## config.mk

```make
export PLATFORM = sky130hd
export DESIGN_NAME = joystick_motor_command_mixer
export DESIGN_NICKNAME = d
export VERILOG_FILES = /design/src/sv/jmcm_pkg.sv /design/src/sv/jmcm_cfg.sv /design/src/sv/jmcm_axis.sv /design/src/sv/jmcm_state.sv /design/src/sv/joystick_motor_command_mixer.sv
export SDC_FILE = /design/constraint.sdc
export NUM_CORES = 1
export LEC_CHECK = 0
export BUFFER_PORTS_ARGS = -buffer_cell sky130_fd_sc_hd__buf_2
export CELL_PAD_IN_SITES_DETAIL_PLACEMENT = 0
export CELL_PAD_IN_SITES_GLOBAL_PLACEMENT = 1
export CORE_ASPECT_RATIO = 0.75
export CORE_MARGIN = 1
export CORE_UTILIZATION = 51
export CTS_CLUSTER_DIAMETER = 120
export DETAILED_ROUTE_END_ITERATION = 8
export GPL_ROUTABILITY_DRIVEN = 0
export GPL_TIMING_DRIVEN = 0
export PLACE_DENSITY = 0.82
export SKIP_CTS_REPAIR_TIMING = 1
export SYNTH_ARGS = -nofsm -noshare
export SYNTH_HDL_FRONTEND = slang
export SYNTH_SLANG_ARGS = --single-unit
```

## constraint.sdc

```tcl
create_clock -name clk -period 14.3 [get_ports clk]
set_input_delay 2.86 -clock clk [delete_from_list [all_inputs] [get_ports clk]]
set_output_delay 2.86 -clock clk [all_outputs]
set_load 0.1 [all_outputs]
```

## src/sv/jmcm_pkg.sv

```systemverilog
// Shared types, constants and helpers for the joystick motor command mixer.
// No dependencies; every other file uses this package.
package jmcm_pkg;

	localparam int AxisW    = 12;
	localparam int DzW      = 8;
	localparam int FanW     = 11;
	localparam int StepW    = 6;
	localparam int PinW     = 2;
	localparam int PwmW     = 8;
	localparam int CfgIdxW  = 2;
	localparam int CfgDataW = 11;

	// H-bridge pin codes
	localparam logic [PinW-1:0] PIN_BACK  = 2'd1;
	localparam logic [PinW-1:0] PIN_FWD   = 2'd2;
	localparam logic [PinW-1:0] PIN_BRAKE = 2'd3;

	// Register indexes
	localparam logic [CfgIdxW-1:0] CFG_DEADZONE = 2'd0;
	localparam logic [CfgIdxW-1:0] CFG_EDF_MIN  = 2'd1;
	localparam logic [CfgIdxW-1:0] CFG_EDF_MAX  = 2'd2;
	localparam logic [CfgIdxW-1:0] CFG_EDF_STEP = 2'd3;

	localparam logic [DzW-1:0]   DEADZONE_RST = 8'd100;
	localparam logic [FanW-1:0]  EDF_MIN_RST  = 11'd1100;
	localparam logic [FanW-1:0]  EDF_MAX_RST  = 11'd1900;
	localparam logic [StepW-1:0] EDF_STEP_RST = 6'd3;

	localparam logic [AxisW-1:0] FAN_UP_BELOW = 12'd175;
	localparam logic [AxisW-1:0] FAN_DOWN_AT  = 12'd4095;

	// (x*510)/4095 == (x*34)/273; divide by 273 as multiply by ceil(2^26/273)
	localparam logic [5:0]  AXIS_MUL    = 6'd34;
	localparam logic [17:0] AXIS_RECIP  = 18'd245821;
	localparam int          RecipShift  = 26;
	localparam logic [8:0]  AXIS_CENTER = 9'd255;

	typedef struct packed {
		logic [DzW-1:0]   deadzone;
		logic [FanW-1:0]  edf_min_us;
		logic [FanW-1:0]  edf_max_us;
		logic [StepW-1:0] edf_step;
	} cfg_t;

	typedef struct packed {
		logic [AxisW-1:0] axis_left;
		logic [AxisW-1:0] axis_fan;
		logic [AxisW-1:0] axis_right;
		logic [AxisW-1:0] axis_gantry;
		logic             btn_enable;
		logic             btn_fan;
		logic             btn_kill;
		logic             btn_extrude;
		logic             link_ok;
	} pkt_t;

	typedef struct packed {
		logic            zero;
		logic            neg;
		logic [PwmW-1:0] mag;
	} axis_cmd_t;

	typedef struct packed {
		logic [PinW-1:0] pins;
		logic [PwmW-1:0] pwm;
	} bridge_t;

	function automatic bridge_t to_bridge(axis_cmd_t c, logic invert);
		bridge_t b;
		if (c.zero) begin
			b.pins = PIN_BRAKE;
			b.pwm  = '0;
		end else begin
			b.pins = (c.neg ^ invert) ? PIN_BACK : PIN_FWD;
			b.pwm  = c.mag;
		end
		return b;
	endfunction

endpackage

```

## src/sv/jmcm_cfg.sv

```systemverilog
// Configuration register file for the joystick motor command mixer.
// Depends on jmcm_pkg.
module jmcm_cfg (
	input  logic                          clk,
	input  logic                          arst_n,
	input  logic                          cfg_wr_en,
	input  logic [jmcm_pkg::CfgIdxW-1:0]  cfg_index,
	input  logic [jmcm_pkg::CfgDataW-1:0] cfg_data,
	output jmcm_pkg::cfg_t                cfg
);

	jmcm_pkg::cfg_t cfg_q;

	always_ff @(posedge clk or negedge arst_n) begin
		if (!arst_n) begin
			cfg_q.deadzone   <= jmcm_pkg::DEADZONE_RST;
			cfg_q.edf_min_us <= jmcm_pkg::EDF_MIN_RST;
			cfg_q.edf_max_us <= jmcm_pkg::EDF_MAX_RST;
			cfg_q.edf_step   <= jmcm_pkg::EDF_STEP_RST;
		end else if (cfg_wr_en) begin
			case (cfg_index)
				jmcm_pkg::CFG_DEADZONE: cfg_q.deadzone   <= cfg_data[jmcm_pkg::DzW-1:0];
				jmcm_pkg::CFG_EDF_MIN:  cfg_q.edf_min_us <= cfg_data[jmcm_pkg::FanW-1:0];
				jmcm_pkg::CFG_EDF_MAX:  cfg_q.edf_max_us <= cfg_data[jmcm_pkg::FanW-1:0];
				jmcm_pkg::CFG_EDF_STEP: cfg_q.edf_step   <= cfg_data[jmcm_pkg::StepW-1:0];
				default: ;
			endcase
		end
	end

	assign cfg = cfg_q;

endmodule

```

## src/sv/jmcm_axis.sv

```systemverilog
// Maps one raw 12-bit stick sample to a signed command with deadzone.
// Depends on jmcm_pkg.
module jmcm_axis (
	input  logic [jmcm_pkg::AxisW-1:0] raw,
	input  logic [jmcm_pkg::DzW-1:0]   deadzone,
	output jmcm_pkg::axis_cmd_t        cmd
);

	logic [17:0] scaled;
	logic [35:0] prod;
	logic [8:0]  quot;
	logic [8:0]  mag9;
	logic        neg;

	always_comb begin
		scaled = {6'b0, raw} * {12'b0, jmcm_pkg::AXIS_MUL};
		// exact floor(scaled / 273) over the whole input range
		prod   = {18'b0, scaled} * {18'b0, jmcm_pkg::AXIS_RECIP};
		quot   = prod[jmcm_pkg::RecipShift+8:jmcm_pkg::RecipShift];
		neg    = quot < jmcm_pkg::AXIS_CENTER;
		mag9   = neg ? (jmcm_pkg::AXIS_CENTER - quot) : (quot - jmcm_pkg::AXIS_CENTER);
		cmd.neg  = neg;
		cmd.mag  = mag9[jmcm_pkg::PwmW-1:0];
		cmd.zero = (mag9[jmcm_pkg::PwmW-1:0] < deadzone) || (mag9 == 9'd0);
	end

endmodule

```

## src/sv/jmcm_state.sv

```systemverilog
// Kill latch, fan width and held bridge state, plus the result register.
// Depends on jmcm_pkg; fed by the axis mappers and the input stage.
module jmcm_state (
	input  logic                        clk,
	input  logic                        arst_n,
	input  logic                        advance,
	input  logic                        out_ready,
	input  jmcm_pkg::pkt_t              pkt_s1,
	input  jmcm_pkg::cfg_t              cfg,
	input  jmcm_pkg::axis_cmd_t         cmd_left,
	input  jmcm_pkg::axis_cmd_t         cmd_ext,
	input  jmcm_pkg::axis_cmd_t         cmd_right,
	input  jmcm_pkg::axis_cmd_t         cmd_gantry,
	output logic                        out_valid,
	output logic [jmcm_pkg::PinW-1:0]   left_pins,
	output logic [jmcm_pkg::PwmW-1:0]   left_pwm,
	output logic [jmcm_pkg::PinW-1:0]   right_pins,
	output logic [jmcm_pkg::PwmW-1:0]   right_pwm,
	output logic [jmcm_pkg::PinW-1:0]   gantry_pins,
	output logic [jmcm_pkg::PwmW-1:0]   gantry_pwm,
	output logic [jmcm_pkg::PinW-1:0]   ext_pins,
	output logic [jmcm_pkg::PwmW-1:0]   ext_pwm,
	output logic [jmcm_pkg::FanW-1:0]   fan_pulse_us,
	output logic                        killed
);

	logic                       kill_q;
	logic [jmcm_pkg::FanW-1:0]  fan_width_q;
	logic [jmcm_pkg::PinW-1:0]  gantry_hold_q;
	logic [jmcm_pkg::PinW-1:0]  ext_pin_q;
	logic [jmcm_pkg::PwmW-1:0]  ext_pwm_q;
	logic                       out_valid_q;

	logic                       kill_d;
	logic                       stop;
	logic signed [12:0]         inc;
	logic signed [12:0]         width_sum;
	logic [jmcm_pkg::FanW-1:0]  fan_d;
	logic [jmcm_pkg::PinW-1:0]  gantry_hold_d;
	logic [jmcm_pkg::PinW-1:0]  ext_pin_d;
	logic [jmcm_pkg::PwmW-1:0]  ext_pwm_d;
	jmcm_pkg::bridge_t          br_left;
	jmcm_pkg::bridge_t          br_right;
	jmcm_pkg::bridge_t          br_gantry;
	jmcm_pkg::bridge_t          br_ext;
	jmcm_pkg::bridge_t          lo_d;
	jmcm_pkg::bridge_t          ro_d;
	logic [jmcm_pkg::PwmW-1:0]  go_pwm_d;

	always_comb begin
		// enable wins over kill
		if (!pkt_s1.btn_enable)
			kill_d = 1'b0;
		else if (!pkt_s1.btn_kill)
			kill_d = 1'b1;
		else
			kill_d = kill_q;
		stop = kill_d || !pkt_s1.link_ok;

		if (pkt_s1.axis_fan < jmcm_pkg::FAN_UP_BELOW)
			inc = $signed({7'b0, cfg.edf_step});
		else if (pkt_s1.axis_fan == jmcm_pkg::FAN_DOWN_AT)
			inc = -$signed({7'b0, cfg.edf_step});
		else
			inc = '0;
		width_sum = $signed({2'b0, fan_width_q}) + inc;

		br_left   = jmcm_pkg::to_bridge(cmd_left, 1'b1);
		br_right  = jmcm_pkg::to_bridge(cmd_right, 1'b1);
		br_gantry = jmcm_pkg::to_bridge(cmd_gantry, 1'b1);
		br_ext    = jmcm_pkg::to_bridge(cmd_ext, 1'b0);

		fan_d         = fan_width_q;
		gantry_hold_d = gantry_hold_q;
		ext_pin_d     = ext_pin_q;
		ext_pwm_d     = ext_pwm_q;
		lo_d          = br_left;
		ro_d          = br_right;
		go_pwm_d      = br_gantry.pwm;

		if (stop) begin
			fan_d     = cfg.edf_min_us;
			lo_d      = '{pins: jmcm_pkg::PIN_BRAKE, pwm: '0};
			ro_d      = '{pins: jmcm_pkg::PIN_BRAKE, pwm: '0};
			go_pwm_d  = '0;
			ext_pin_d = jmcm_pkg::PIN_BRAKE;
			ext_pwm_d = '0;
		end else begin
			if (!pkt_s1.btn_fan) begin
				if (width_sum < $signed({2'b0, cfg.edf_min_us}))
					fan_d = cfg.edf_min_us;
				else if (width_sum > $signed({2'b0, cfg.edf_max_us}))
					fan_d = cfg.edf_max_us;
				else
					fan_d = width_sum[jmcm_pkg::FanW-1:0];
			end else if (!pkt_s1.btn_extrude) begin
				ext_pin_d = br_ext.pins;
				ext_pwm_d = br_ext.pwm;
			end
			gantry_hold_d = br_gantry.pins;
		end

		// released extruder button always brakes
		if (pkt_s1.btn_extrude) begin
			ext_pin_d = jmcm_pkg::PIN_BRAKE;
			ext_pwm_d = '0;
		end
	end

	always_ff @(posedge clk or negedge arst_n) begin
		if (!arst_n) begin
			kill_q        <= 1'b0;
			fan_width_q   <= jmcm_pkg::EDF_MIN_RST;
			gantry_hold_q <= jmcm_pkg::PIN_BRAKE;
			ext_pin_q     <= jmcm_pkg::PIN_BRAKE;
			ext_pwm_q     <= '0;
			out_valid_q   <= 1'b0;
		end else begin
			if (advance) begin
				kill_q        <= kill_d;
				fan_width_q   <= fan_d;
				gantry_hold_q <= gantry_hold_d;
				ext_pin_q     <= ext_pin_d;
				ext_pwm_q     <= ext_pwm_d;
				out_valid_q   <= 1'b1;
			end else if (out_ready) begin
				out_valid_q   <= 1'b0;
			end
		end
	end

	// result payload, loaded on each advance
	always_ff @(posedge clk) begin
		if (advance) begin
			left_pins    <= lo_d.pins;
			left_pwm     <= lo_d.pwm;
			right_pins   <= ro_d.pins;
			right_pwm    <= ro_d.pwm;
			gantry_pins  <= gantry_hold_d;
			gantry_pwm   <= go_pwm_d;
			ext_pins     <= ext_pin_d;
			ext_pwm      <= ext_pwm_d;
			fan_pulse_us <= fan_d;
			killed       <= kill_d;
		end
	end

	assign out_valid = out_valid_q;

endmodule

```

## src/sv/joystick_motor_command_mixer.sv

```systemverilog
// Joystick motor command mixer, top level.
// Result path: input register, then result register, which loads once it is free or being drained.
// Throughput: one packet per cycle while out_ready holds; the input register refills while a result waits.
// Reset (arst_n low, asynchronous): registers to defaults, kill latch clear,
// fan width 1100, held gantry and extruder pins brake, no items in flight.
// Depends on jmcm_pkg, jmcm_cfg, jmcm_axis, jmcm_state.
module joystick_motor_command_mixer (
	input  logic                          clk,
	input  logic                          arst_n,
	input  logic                          cfg_wr_en,
	input  logic [jmcm_pkg::CfgIdxW-1:0]  cfg_index,
	input  logic [jmcm_pkg::CfgDataW-1:0] cfg_data,
	input  logic                          in_valid,
	output logic                          in_ready,
	input  logic [jmcm_pkg::AxisW-1:0]    axis_left,
	input  logic [jmcm_pkg::AxisW-1:0]    axis_fan,
	input  logic [jmcm_pkg::AxisW-1:0]    axis_right,
	input  logic [jmcm_pkg::AxisW-1:0]    axis_gantry,
	input  logic                          btn_enable,
	input  logic                          btn_fan,
	input  logic                          btn_kill,
	input  logic                          btn_extrude,
	input  logic                          link_ok,
	output logic                          out_valid,
	input  logic                          out_ready,
	output logic [jmcm_pkg::PinW-1:0]     left_pins,
	output logic [jmcm_pkg::PwmW-1:0]     left_pwm,
	output logic [jmcm_pkg::PinW-1:0]     right_pins,
	output logic [jmcm_pkg::PwmW-1:0]     right_pwm,
	output logic [jmcm_pkg::PinW-1:0]     gantry_pins,
	output logic [jmcm_pkg::PwmW-1:0]     gantry_pwm,
	output logic [jmcm_pkg::PinW-1:0]     ext_pins,
	output logic [jmcm_pkg::PwmW-1:0]     ext_pwm,
	output logic [jmcm_pkg::FanW-1:0]     fan_pulse_us,
	output logic                          killed
);

	jmcm_pkg::cfg_t      cfg;
	jmcm_pkg::pkt_t      pkt_s1;
	logic                valid_s1;
	logic                advance;
	jmcm_pkg::axis_cmd_t cmd_left;
	jmcm_pkg::axis_cmd_t cmd_ext;
	jmcm_pkg::axis_cmd_t cmd_right;
	jmcm_pkg::axis_cmd_t cmd_gantry;

	// move stage 1 into the result register when it is free or being drained
	assign advance  = valid_s1 && (!out_valid || out_ready);
	assign in_ready = !valid_s1 || advance;

	always_ff @(posedge clk or negedge arst_n) begin
		if (!arst_n) begin
			valid_s1 <= 1'b0;
		end else if (in_ready) begin
			valid_s1 <= in_valid;
		end
	end

	always_ff @(posedge clk) begin
		if (in_valid && in_ready) begin
			pkt_s1.axis_left   <= axis_left;
			pkt_s1.axis_fan    <= axis_fan;
			pkt_s1.axis_right  <= axis_right;
			pkt_s1.axis_gantry <= axis_gantry;
			pkt_s1.btn_enable  <= btn_enable;
			pkt_s1.btn_fan     <= btn_fan;
			pkt_s1.btn_kill    <= btn_kill;
			pkt_s1.btn_extrude <= btn_extrude;
			pkt_s1.link_ok     <= link_ok;
		end
	end

	jmcm_cfg u_cfg (
		.clk       (clk),
		.arst_n    (arst_n),
		.cfg_wr_en (cfg_wr_en),
		.cfg_index (cfg_index),
		.cfg_data  (cfg_data),
		.cfg       (cfg)
	);

	jmcm_axis u_axis_left (
		.raw      (pkt_s1.axis_left),
		.deadzone (cfg.deadzone),
		.cmd      (cmd_left)
	);

	jmcm_axis u_axis_ext (
		.raw      (pkt_s1.axis_fan),
		.deadzone (cfg.deadzone),
		.cmd      (cmd_ext)
	);

	jmcm_axis u_axis_right (
		.raw      (pkt_s1.axis_right),
		.deadzone (cfg.deadzone),
		.cmd      (cmd_right)
	);

	jmcm_axis u_axis_gantry (
		.raw      (pkt_s1.axis_gantry),
		.deadzone (cfg.deadzone),
		.cmd      (cmd_gantry)
	);

	jmcm_state u_state (
		.clk          (clk),
		.arst_n       (arst_n),
		.advance      (advance),
		.out_ready    (out_ready),
		.pkt_s1       (pkt_s1),
		.cfg          (cfg),
		.cmd_left     (cmd_left),
		.cmd_ext      (cmd_ext),
		.cmd_right    (cmd_right),
		.cmd_gantry   (cmd_gantry),
		.out_valid    (out_valid),
		.left_pins    (left_pins),
		.left_pwm     (left_pwm),
		.right_pins   (right_pins),
		.right_pwm    (right_pwm),
		.gantry_pins  (gantry_pins),
		.gantry_pwm   (gantry_pwm),
		.ext_pins     (ext_pins),
		.ext_pwm      (ext_pwm),
		.fan_pulse_us (fan_pulse_us),
		.killed       (killed)
	);

endmodule

```

==> flow_summary.json, run 1 <==
{
  "grt_first_pass_wirelength_mm": 117,
  "synth_fp_nets": 4120,
  "synthCells": 3090,
  "synth_area_leaders": "ha_1 29%, fa_1 19%, edfxtp_1 11%",
  "path_clk_slew_ns": 0.08,
  "cpPeakStageDelay_ns": 0.88,
  "arrival_ns": 12.44,
  "dieArea_um2": 58400,
  "final_cell_mix": "761 x inv_1, 679 x ha_1, 280 x fa_1",
  "cts_tree": "yes",
  "wl_per_cell_um": 17.8,
  "ios": 125,
  "setup_viol": 0,
  "grt_pass1_vias": 22500,
  "antennaDiodeCount": 0,
  "cp_slowest_cell": "o311ai_0",
  "antenna_found_initial": 1,
  "vias_per_cell": 5.49,
  "rr_startpoint": "pkt_s1[19]$_DFFE_PP_",
  "vias": 21800,
  "cp_common_cell": "inv_1",
  "min_from": "u_state.ext_pwm_q[7]$_DFFE_PN0P_",
  "cp_top_family": "compound AO/OA/AOI/OAI gates",
  "cts_buffer_depth": 2,
  "grtUsageTotal": 0.255,
  "hpwl_mm": 60.6,
  "synth_area_um2": 29300,
  "multi_input_area_um2": 21600,
  "postSynthAreaPerCell_um2": 9.48,
  "clock.fmax_mhz": 81.7,
  "drt_iter0_drc": 1452,
  "grt_max_degree": 63,
  "grt_setup_unrepaired": "no",
  "drive_gt1_frac": 0.0797,
  "die_x_um": 279,
  "synth_seq_area_share": 0.162,
  "worstPathRequired_ns": 14.50,
  "die_height_um": 210,
  "yosysTopAreaCell": "ha_1",
  "mostFrequentLayoutCell": "inv_1",
  "hold_violations": 0,
  "fin_worst_skew_ns": 0.0204,
  "synth_top_area_frac": 0.290,
  "htree_levels": 4,
  "critical_path_peak_fanout": 7,
  "fin_crit_sh": 0.856,
  "syn_to_final_growth_pct": 7.56,
  "relSlewSlack": 0.290,
  "crit_buf_inv": 7,
  "gr-total-overflow": 0,
  "post-route-drc-count": 0,
  "ys_ff_latch": 167,
  "period_needed_ns": 12.24,
  "seqCellArea_um2": 4730,
  "drv_slew": 0,
  "start_util": 0.520,
  "root_buffer": "clkbuf_16",
  "ys.flop_type": "edfxtp_1",
  "nNetsFinal": 4265,
  "wl_mm": 70.7,
  "cp-start-kind": "flop",
  "synth_edf_count": 105,
  "yosys_warnings": 0,
  "num_rows": 75,
  "hold_path.class": "reg -> reg",
  "clk_latency_ns": 0.51,
  "ys_types": 100,
  "worstSetupStartpoint": "pkt_s1[19]$_DFFE_PP_",
  "antenna_left": 0,
  "fillers": 4988,
  "worst-slew-pin-transition_ns": 1.06,
  "numCtsBuffers": 17,
  "tns_ns": 0,
  "path_class": "reg -> reg",
  "drtPass1Iterations": 6,
  "status": "finished, final reports clean",
  "end_kind": "flop",
  "core_um2": 56300,
  "cts.sinks": 167,
  "synthArstFlopShare": 0.371,
  "port_buffers": 124,
  "cap_viol_max_count": 0
}
## layout make-up
type	count	area share
multi-input cells	2129	0.685
clock inverters	15	0.00683
well taps	731	0.0290
repair buffers	126	0.0206
clock buffers	17	0.0135
flip-flops and latches	167	0.150
inverters	762	0.0908
plain buffers	32	0.00425
## path summary, 6_finish.rpt
check | end | slack [ns] | cells after the start
hold / removal | u_state.ext_pwm_q[7]$_DFFE_PN0P_ | 0.49 | 2
max in group asynchronous | u_state.ext_pwm_q[0]$_DFFE_PN0P_ | 11.23 | 1
hold reg to reg | u_state.ext_pwm_q[7]$_DFFE_PN0P_ | 0.49 | 2
min in group asynchronous | u_state.out_valid$_DFFE_PN0P_ | 2.48 | 1
setup reg to reg | u_state.right_pins[1]$_SDFFCE_PP1P_ | 2.06 | 42
setup / recovery | u_state.right_pins[1]$_SDFFCE_PP1P_ | 2.06 | 42
## state kept, by name (all words and copies together), names as in the netlist
register and flops:
pkt_s1 53, u_cfg.cfg 36, u_state.fan_pulse_us 11, u_state.fan_width_q 11, u_state.ext_pwm 8, u_state.ext_pwm_q 8, u_state.gantry_pwm 8, u_state.left_pwm 8
u_state.right_pwm 8, u_state.ext_pin_q 2, u_state.ext_pins 2, u_state.gantry_hold_q 2, u_state.gantry_pins 2, u_state.left_pins 2, u_state.right_pins 2, u_state.kill_q 1
u_state.killed 1, u_state.out_valid 1, valid_s1 1
## worst min-delay path: cells and delay by family (launching register included)
kind            cells  cell delay [ns]
flops               1             0.34
compound gates      1             0.07
simple gates        1             0.05
## cell usage after synthesis (25+ instances only)
cell      instances
fa_1            280
nand2_1         129
dfrtp_1          38
inv_1           762
ha_1            679
a21o_1           41
xnor2_1          68
nor3_1           30
nand3_1          40
clkbuf_1         27
o21a_1           26
nor2_1          116
edfxtp_1        105
a21oi_1         146
xor2_1           37
nand4_1          27
o21ai_0          91
nor2b_1          28
and2_1           25
mux2_2           33
## cells by family after synthesis
family	after synthesis	share of synthesized area
flops	167	0.162
fa+ha+maj	959	0.481
xor+xnor	105	0.0314
compound gates	514	0.118
simple gates	511	0.0905
mux	40	0.0151
buf+inv	794	0.102
## stage by stage
stage,instance area (µm²),cells,worst slack [ns],util,hold WS (ns)
global placement,30800,3945,2.46,0.548,0.456
finish,31500,3979,2.06,0.560,0.493
global route,31500,3979,1.35,0.560,0.518
CTS,31500,3979,2.17,0.560,0.492
floorplan,29300,3090,3.91,-,0.441
detailed placement,30900,3947,2.26,0.548,0.471
## metal layers
metal	up-vias	part of all wire	global-route usage
met5	-	0	0
met4	0	0.013	0.0544
met3	71	0.053	0.0396
met2	539	0.44	0.395
met1	10600	0.50	0.375
li1	10600	-	-
Power of run 1 is left out: the tool's default activity adds up to more than one toggle a clock period on the data nets, which glitch-free logic cannot reach.
==> run 2, diff against run 1 <==
--- a/config.mk
+++ b/config.mk
@@ -10,12 +10,12 @@
 export CELL_PAD_IN_SITES_GLOBAL_PLACEMENT = 1
 export CORE_ASPECT_RATIO = 0.75
 export CORE_MARGIN = 1
-export CORE_UTILIZATION = 51
+export CORE_UTILIZATION = 46
 export CTS_CLUSTER_DIAMETER = 120
 export DETAILED_ROUTE_END_ITERATION = 8
 export GPL_ROUTABILITY_DRIVEN = 0
 export GPL_TIMING_DRIVEN = 0
-export PLACE_DENSITY = 0.82
+export PLACE_DENSITY = 0.78
 export SKIP_CTS_REPAIR_TIMING = 1
 export SYNTH_ARGS = -nofsm -noshare
 export SYNTH_HDL_FRONTEND = slang
==> constraint.sdc (replaced) <==
create_clock -name clk -period 10.56 [get_ports clk]
set_input_delay 2.112 -clock clk [delete_from_list [all_inputs] [get_ports clk]]
set_output_delay 2.112 -clock clk [all_outputs]
set_load 0.1 [all_outputs]
==> run 2 against run 1 <==
Worst hold slack got worse by 0.0027 ns. Count of clock-buffer cells in the layout increased by 1. Die area increased by 11%. Maximum frequency is 18% higher. Routed wire length grew 4.9%. Setup slack worse by 1.9 ns. Non-clock buffer count is 92 higher.
==> flow_summary.json, run 2 (same netlist as run 1, synthesis figures left out) <==
{
  "status": "finished, final reports clean",
  "largest_reg_flops": 53,
  "start_util": 0.469,
  "hpwl_mm": 61.4,
  "antenna_left": 0,
  "fin_worst_skew_ns": 0.0218,
  "worstSetupStartpoint": "pkt_s1[22]$_DFFE_PP_",
  "critical_path_peak_fanout": 5,
  "final_cell_mix": "754 x inv_1, 666 x ha_1, 274 x fa_1",
  "cp-start-kind": "flop",
  "largest_register": "pkt_s1",
  "grt_first_pass_wirelength_mm": 118,
  "cp_slowest_cell": "fa_2",
  "drtPass1Iterations": 5,
  "post-route-drc-count": 0,
  "antenna_found_initial": 1,
  "cp_common_cell": "fa_1",
  "end_kind": "flop",
  "arrival_ns": 10.62,
  "cts.sinks": 167,
  "vias": 22200,
  "dpl_cell_area_um2": 31000,
  "root_buffer": "clkbuf_16",
  "worst-slew-pin-transition_ns": 1.05,
  "dp.cells": 4066,
  "grtUsageTotal": 0.232,
  "path_clk_slew_ns": 0.07,
  "die_x_um": 293,
  "nNetsFinal": 4357,
  "ios": 125,
  "cap_viol_max_count": 0,
  "worstPathRequired_ns": 10.81,
  "rr_startpoint": "pkt_s1[22]$_DFFE_PP_",
  "fin_crit_sh": 0.982,
  "hold_path.class": "reg -> reg",
  "reg2reg_depth": 42,
  "clock.fmax_mhz": 96.5,
  "dieArea_um2": 64700,
  "drive_gt1_frac": 0.151,
  "r2r_setup_slack_ns": 0.19,
  "drv_slew": 0,
  "hold_violations": 0,
  "grt_pass1_vias": 22400,
  "fin_area_um2": 33400,
  "period_needed_ns": 10.37,
  "final_cells": 4190,
  "setup_viol": 0,
  "die_height_um": 221,
  "worstReg2RegEnd": "u_state.right_pwm[1]$_SDFFCE_PP0P_",
  "htree_levels": 4,
  "syn_to_final_growth_pct": 14.1,
  "wl_per_cell_um": 17.7,
  "vias_per_cell": 5.31,
  "cts_tree": "yes",
  "path_class": "reg -> reg",
  "core_um2": 62500,
  "tns_ns": 0,
  "wl_mm": 74.1,
  "cts_buffer_depth": 2,
  "endpoint": "u_state.right_pwm[1]$_SDFFCE_PP0P_",
  "drt_iter0_drc": 1319,
  "port_buffers": 124,
  "antennaDiodeCount": 0,
  "clk_latency_ns": 0.50,
  "relSlewSlack": 0.294,
  "cpPeakStageDelay_ns": 0.57,
  "num_rows": 79,
  "numCtsBuffers": 17,
  "gr-total-overflow": 0,
  "mostFrequentLayoutCell": "inv_1",
  "grt_max_degree": 63
}
## run 2: cell count changes in the layout (fill, tap and decap cells not counted), sizes merged
cell / change
clkinv: -2
clkinvlp: +1
clkbuf: -1
bufinv: -1
buf: +94
inv: +1
## run 2: worst min-delay path by stage
stage	from	endpoint	cells after the start
finish	u_state.ext_pwm_q[7]$_DFFE_PN0P_	u_state.ext_pwm_q[7]$_DFFE_PN0P_	2
global route	u_state.ext_pwm_q[7]$_DFFE_PN0P_	u_state.ext_pwm_q[7]$_DFFE_PN0P_	2
CTS	u_state.ext_pwm_q[7]$_DFFE_PN0P_	u_state.ext_pwm_q[7]$_DFFE_PN0P_	2
detailed placement	u_state.ext_pwm_q[7]$_DFFE_PN0P_	u_state.ext_pwm_q[7]$_DFFE_PN0P_	2
global placement	u_state.ext_pwm_q[7]$_DFFE_PN0P_	u_state.ext_pwm_q[7]$_DFFE_PN0P_	2
floorplan	u_state.ext_pwm_q[7]$_DFFE_PN0P_	u_state.ext_pwm_q[7]$_DFFE_PN0P_	2
## run 2: layout make-up
type | instances | area [µm²]
Sequential cell | 167 | 4730
Clock inverter | 14 | 153
Clock buffer | 18 | 450
Fill cell | 5596 | 29100
Timing Repair Buffer | 220 | 1360
Tap cell | 850 | 1060
Multi-Input combinational cell | 2129 | 22700
Buffer | 30 | 126
Inverter | 762 | 2860
## run 2: critical path, delay by kind of cell (launching register included)
kind,cells,cell delay (ns)
compound gates,15,3.04
xor+xnor,3,0.53
fa+ha+maj,11,4.33
buf+inv,6,0.44
flops,1,0.42
simple gates,7,1.35
## run 2: layer usage
layer | track usage | wire, µm
met1 | 0.338 | 36100
met2 | 0.355 | 32300
met3 | 0.0418 | 4350
met4 | 0.0592 | 1340
met5 | 0 | 0
## run 2: per-stage QoR
stage | setup WS [ns] | hold slack, ns | utilization
2_1_floorplan | 0.172 | 0.441 | -
3_3_place_gp | -1.85 | 0.453 | 0.496
3_5_place_dp | -1.99 | 0.475 | 0.497
4_1_cts | -2.02 | 0.492 | 0.506
5_1_grt | -0.150 | 0.520 | 0.535
6_report | 0.193 | 0.490 | 0.535
Power of run 2 is left out for the same reason.
==> run 3, diff against run 2 <==
--- a/config.mk
+++ b/config.mk
@@ -10,12 +10,13 @@
 export CELL_PAD_IN_SITES_GLOBAL_PLACEMENT = 1
 export CORE_ASPECT_RATIO = 0.75
 export CORE_MARGIN = 1
-export CORE_UTILIZATION = 46
+export CORE_UTILIZATION = 47
+export CTS_BUF_LIST = sky130_fd_sc_hd__clkbuf_4
 export CTS_CLUSTER_DIAMETER = 120
 export DETAILED_ROUTE_END_ITERATION = 8
 export GPL_ROUTABILITY_DRIVEN = 0
 export GPL_TIMING_DRIVEN = 0
-export PLACE_DENSITY = 0.78
+export PLACE_DENSITY = 0.8
 export SKIP_CTS_REPAIR_TIMING = 1
 export SYNTH_ARGS = -nofsm -noshare
 export SYNTH_HDL_FRONTEND = slang
==> run 3 against run 2 <==
Routed wire length is 1.0% higher. First-iteration DRC count up 1.5%. Worst hold slack gained 0.0095 ns. Register-to-register slack lost 0.14 ns. Critical path type unchanged. Sequential cell count unchanged. Maximum frequency down 1.3%.
==> flow_summary.json, run 3 (same netlist as run 1, synthesis figures left out) <==
{
  "hold_depth": 2,
  "reg2reg_depth": 43,
  "cp-start-kind": "flop",
  "arrival_ns": 11.10,
  "core_um2": 61000,
  "cts.sinks": 167,
  "grt_pass1_vias": 22800,
  "dieArea_um2": 63300,
  "grt_max_degree": 63,
  "vias_per_cell": 5.41,
  "period_needed_ns": 10.51,
  "end_kind": "flop",
  "largest_reg_flops": 53,
  "gr-total-overflow": 0,
  "grt_first_pass_wirelength_mm": 120,
  "use_met1": 0.342,
  "numCtsBuffers": 17,
  "wl_mm": 74.9,
  "min_from": "u_state.ext_pwm_q[7]$_DFFE_PN0P_",
  "start_util": 0.480,
  "status": "finished, final reports clean",
  "root_buffer": "clkbuf_4",
  "nNetsFinal": 4364,
  "worstPathRequired_ns": 11.15,
  "cap_viol_max_count": 0,
  "fin_area_um2": 33000,
  "hold_path.class": "reg -> reg",
  "relSlewSlack": 0.279,
  "largest_register": "pkt_s1",
  "path_clk_slew_ns": 0.18,
  "whs_ns": 0.499,
  "drive_gt1_frac": 0.151,
  "fin_crit_sh": 0.995,
  "cts_tree": "yes",
  "num_rows": 78,
  "fillers": 5411,
  "port_buffers": 124,
  "cpPeakStageDelay_ns": 0.58,
  "htree_levels": 4,
  "fin_worst_skew_ns": 0.0401,
  "met3_usage": 0.0404,
  "antenna_found_initial": 3,
  "final_cell_mix": "751 x inv_1, 664 x ha_1, 272 x fa_1",
  "vias": 22500,
  "hold_violations": 0,
  "rr_startpoint": "pkt_s1[22]$_DFFE_PP_",
  "worstReg2RegEnd": "u_state.right_pwm[1]$_SDFFCE_PP0P_",
  "antenna_left": 0,
  "die_x_um": 290,
  "worst-slew-pin-transition_ns": 1.07,
  "r2r_setup_slack_ns": 0.05,
  "die_height_um": 218,
  "syn_to_final_growth_pct": 12.8,
  "dpl_cell_area_um2": 31000,
  "ios": 125,
  "cp_slowest_cell": "fa_1",
  "post-route-drc-count": 0,
  "clock.fmax_mhz": 95.2,
  "setup_viol": 0,
  "grt_util_met2": 0.372,
  "drv_slew": 0,
  "mostFrequentLayoutCell": "inv_1",
  "grt.busiest_layer": "met2",
  "hpwl_mm": 62.0,
  "drtPass1Iterations": 5,
  "grtUsageTotal": 0.238,
  "critical_path_peak_fanout": 5,
  "cts_buffer_depth": 2,
  "cp_common_cell": "fa_1",
  "wl_per_cell_um": 18.0,
  "clk_latency_ns": 0.80,
  "path_class": "reg -> reg",
  "drt_iter0_drc": 1339,
  "hold_path_end": "u_state.ext_pwm_q[7]$_DFFE_PN0P_"
}
[run 3: cell count changes in the layout (fill, tap and decap cells not counted), sizes merged]
cell and change:
clkinvlp -1, inv +2, clkinv -1, buf +7, diode +7, clkbuf -1
bufinv +1
[run 3: worst max path at each step]
stage                         start                                   to  slack [ns]  cells after the start
2_1_floorplan  pkt_s1[18]$_DFFE_PP_  u_state.right_pins[1]$_SDFFCE_PP1P_        0.17                     44
3_3_place_gp   pkt_s1[18]$_DFFE_PP_   u_state.right_pwm[0]$_SDFFCE_PP0P_       -1.52                     41
3_5_place_dp   pkt_s1[19]$_DFFE_PP_  u_state.right_pins[1]$_SDFFCE_PP1P_       -1.89                     43
4_1_cts        pkt_s1[19]$_DFFE_PP_   u_state.right_pwm[0]$_SDFFCE_PP0P_       -1.93                     43
6_report       pkt_s1[22]$_DFFE_PP_   u_state.right_pwm[1]$_SDFFCE_PP0P_        0.05                     43
5_1_grt        pkt_s1[22]$_DFFE_PP_   u_state.right_pwm[0]$_SDFFCE_PP0P_       -0.24                     43
[run 3: final cells by class]
cell class	instances	area [µm²]	share of cell area
Antenna cell	7	17.5	0.000530
Buffer	30	126	0.00383
Clock buffer	17	128	0.00386
Clock inverter	15	160	0.00485
Inverter	762	2860	0.0866
Multi-Input combinational cell	2129	22600	0.684
Sequential cell	167	4730	0.143
Tap cell	800	1000	0.0303
Timing Repair Buffer	227	1420	0.0430
[run 3: routing by layer]
layer,part of all wire,routed length (µm)
met3,0.055,4150
met2,0.44,33200
met4,0.019,1420
met1,0.48,36100
met5,0,0
[run 3: through the flow]
step | cells | utilization | setup slack (ns) | TNS, ns
2_1_floorplan | 3090 | - | 0.172 | 0
3_3_place_gp | 4014 | 0.507 | -1.52 | -36.92
3_5_place_dp | 4016 | 0.507 | -1.89 | -46.94
4_1_cts | 4048 | 0.512 | -1.93 | -51.59
5_1_grt | 4154 | 0.542 | -0.241 | -2.26
6_report | 4154 | 0.542 | 0.0512 | 0
[run 3: critical path: cells and delay by family (launching register included)]
family          cells  cell delay [ns]
fa+ha+maj          11             4.48
simple gates       12             2.84
compound gates     12             1.93
buf+inv             7             0.49
flops               1             0.47
xor+xnor            1             0.11
Power of run 3 is left out for the same reason.
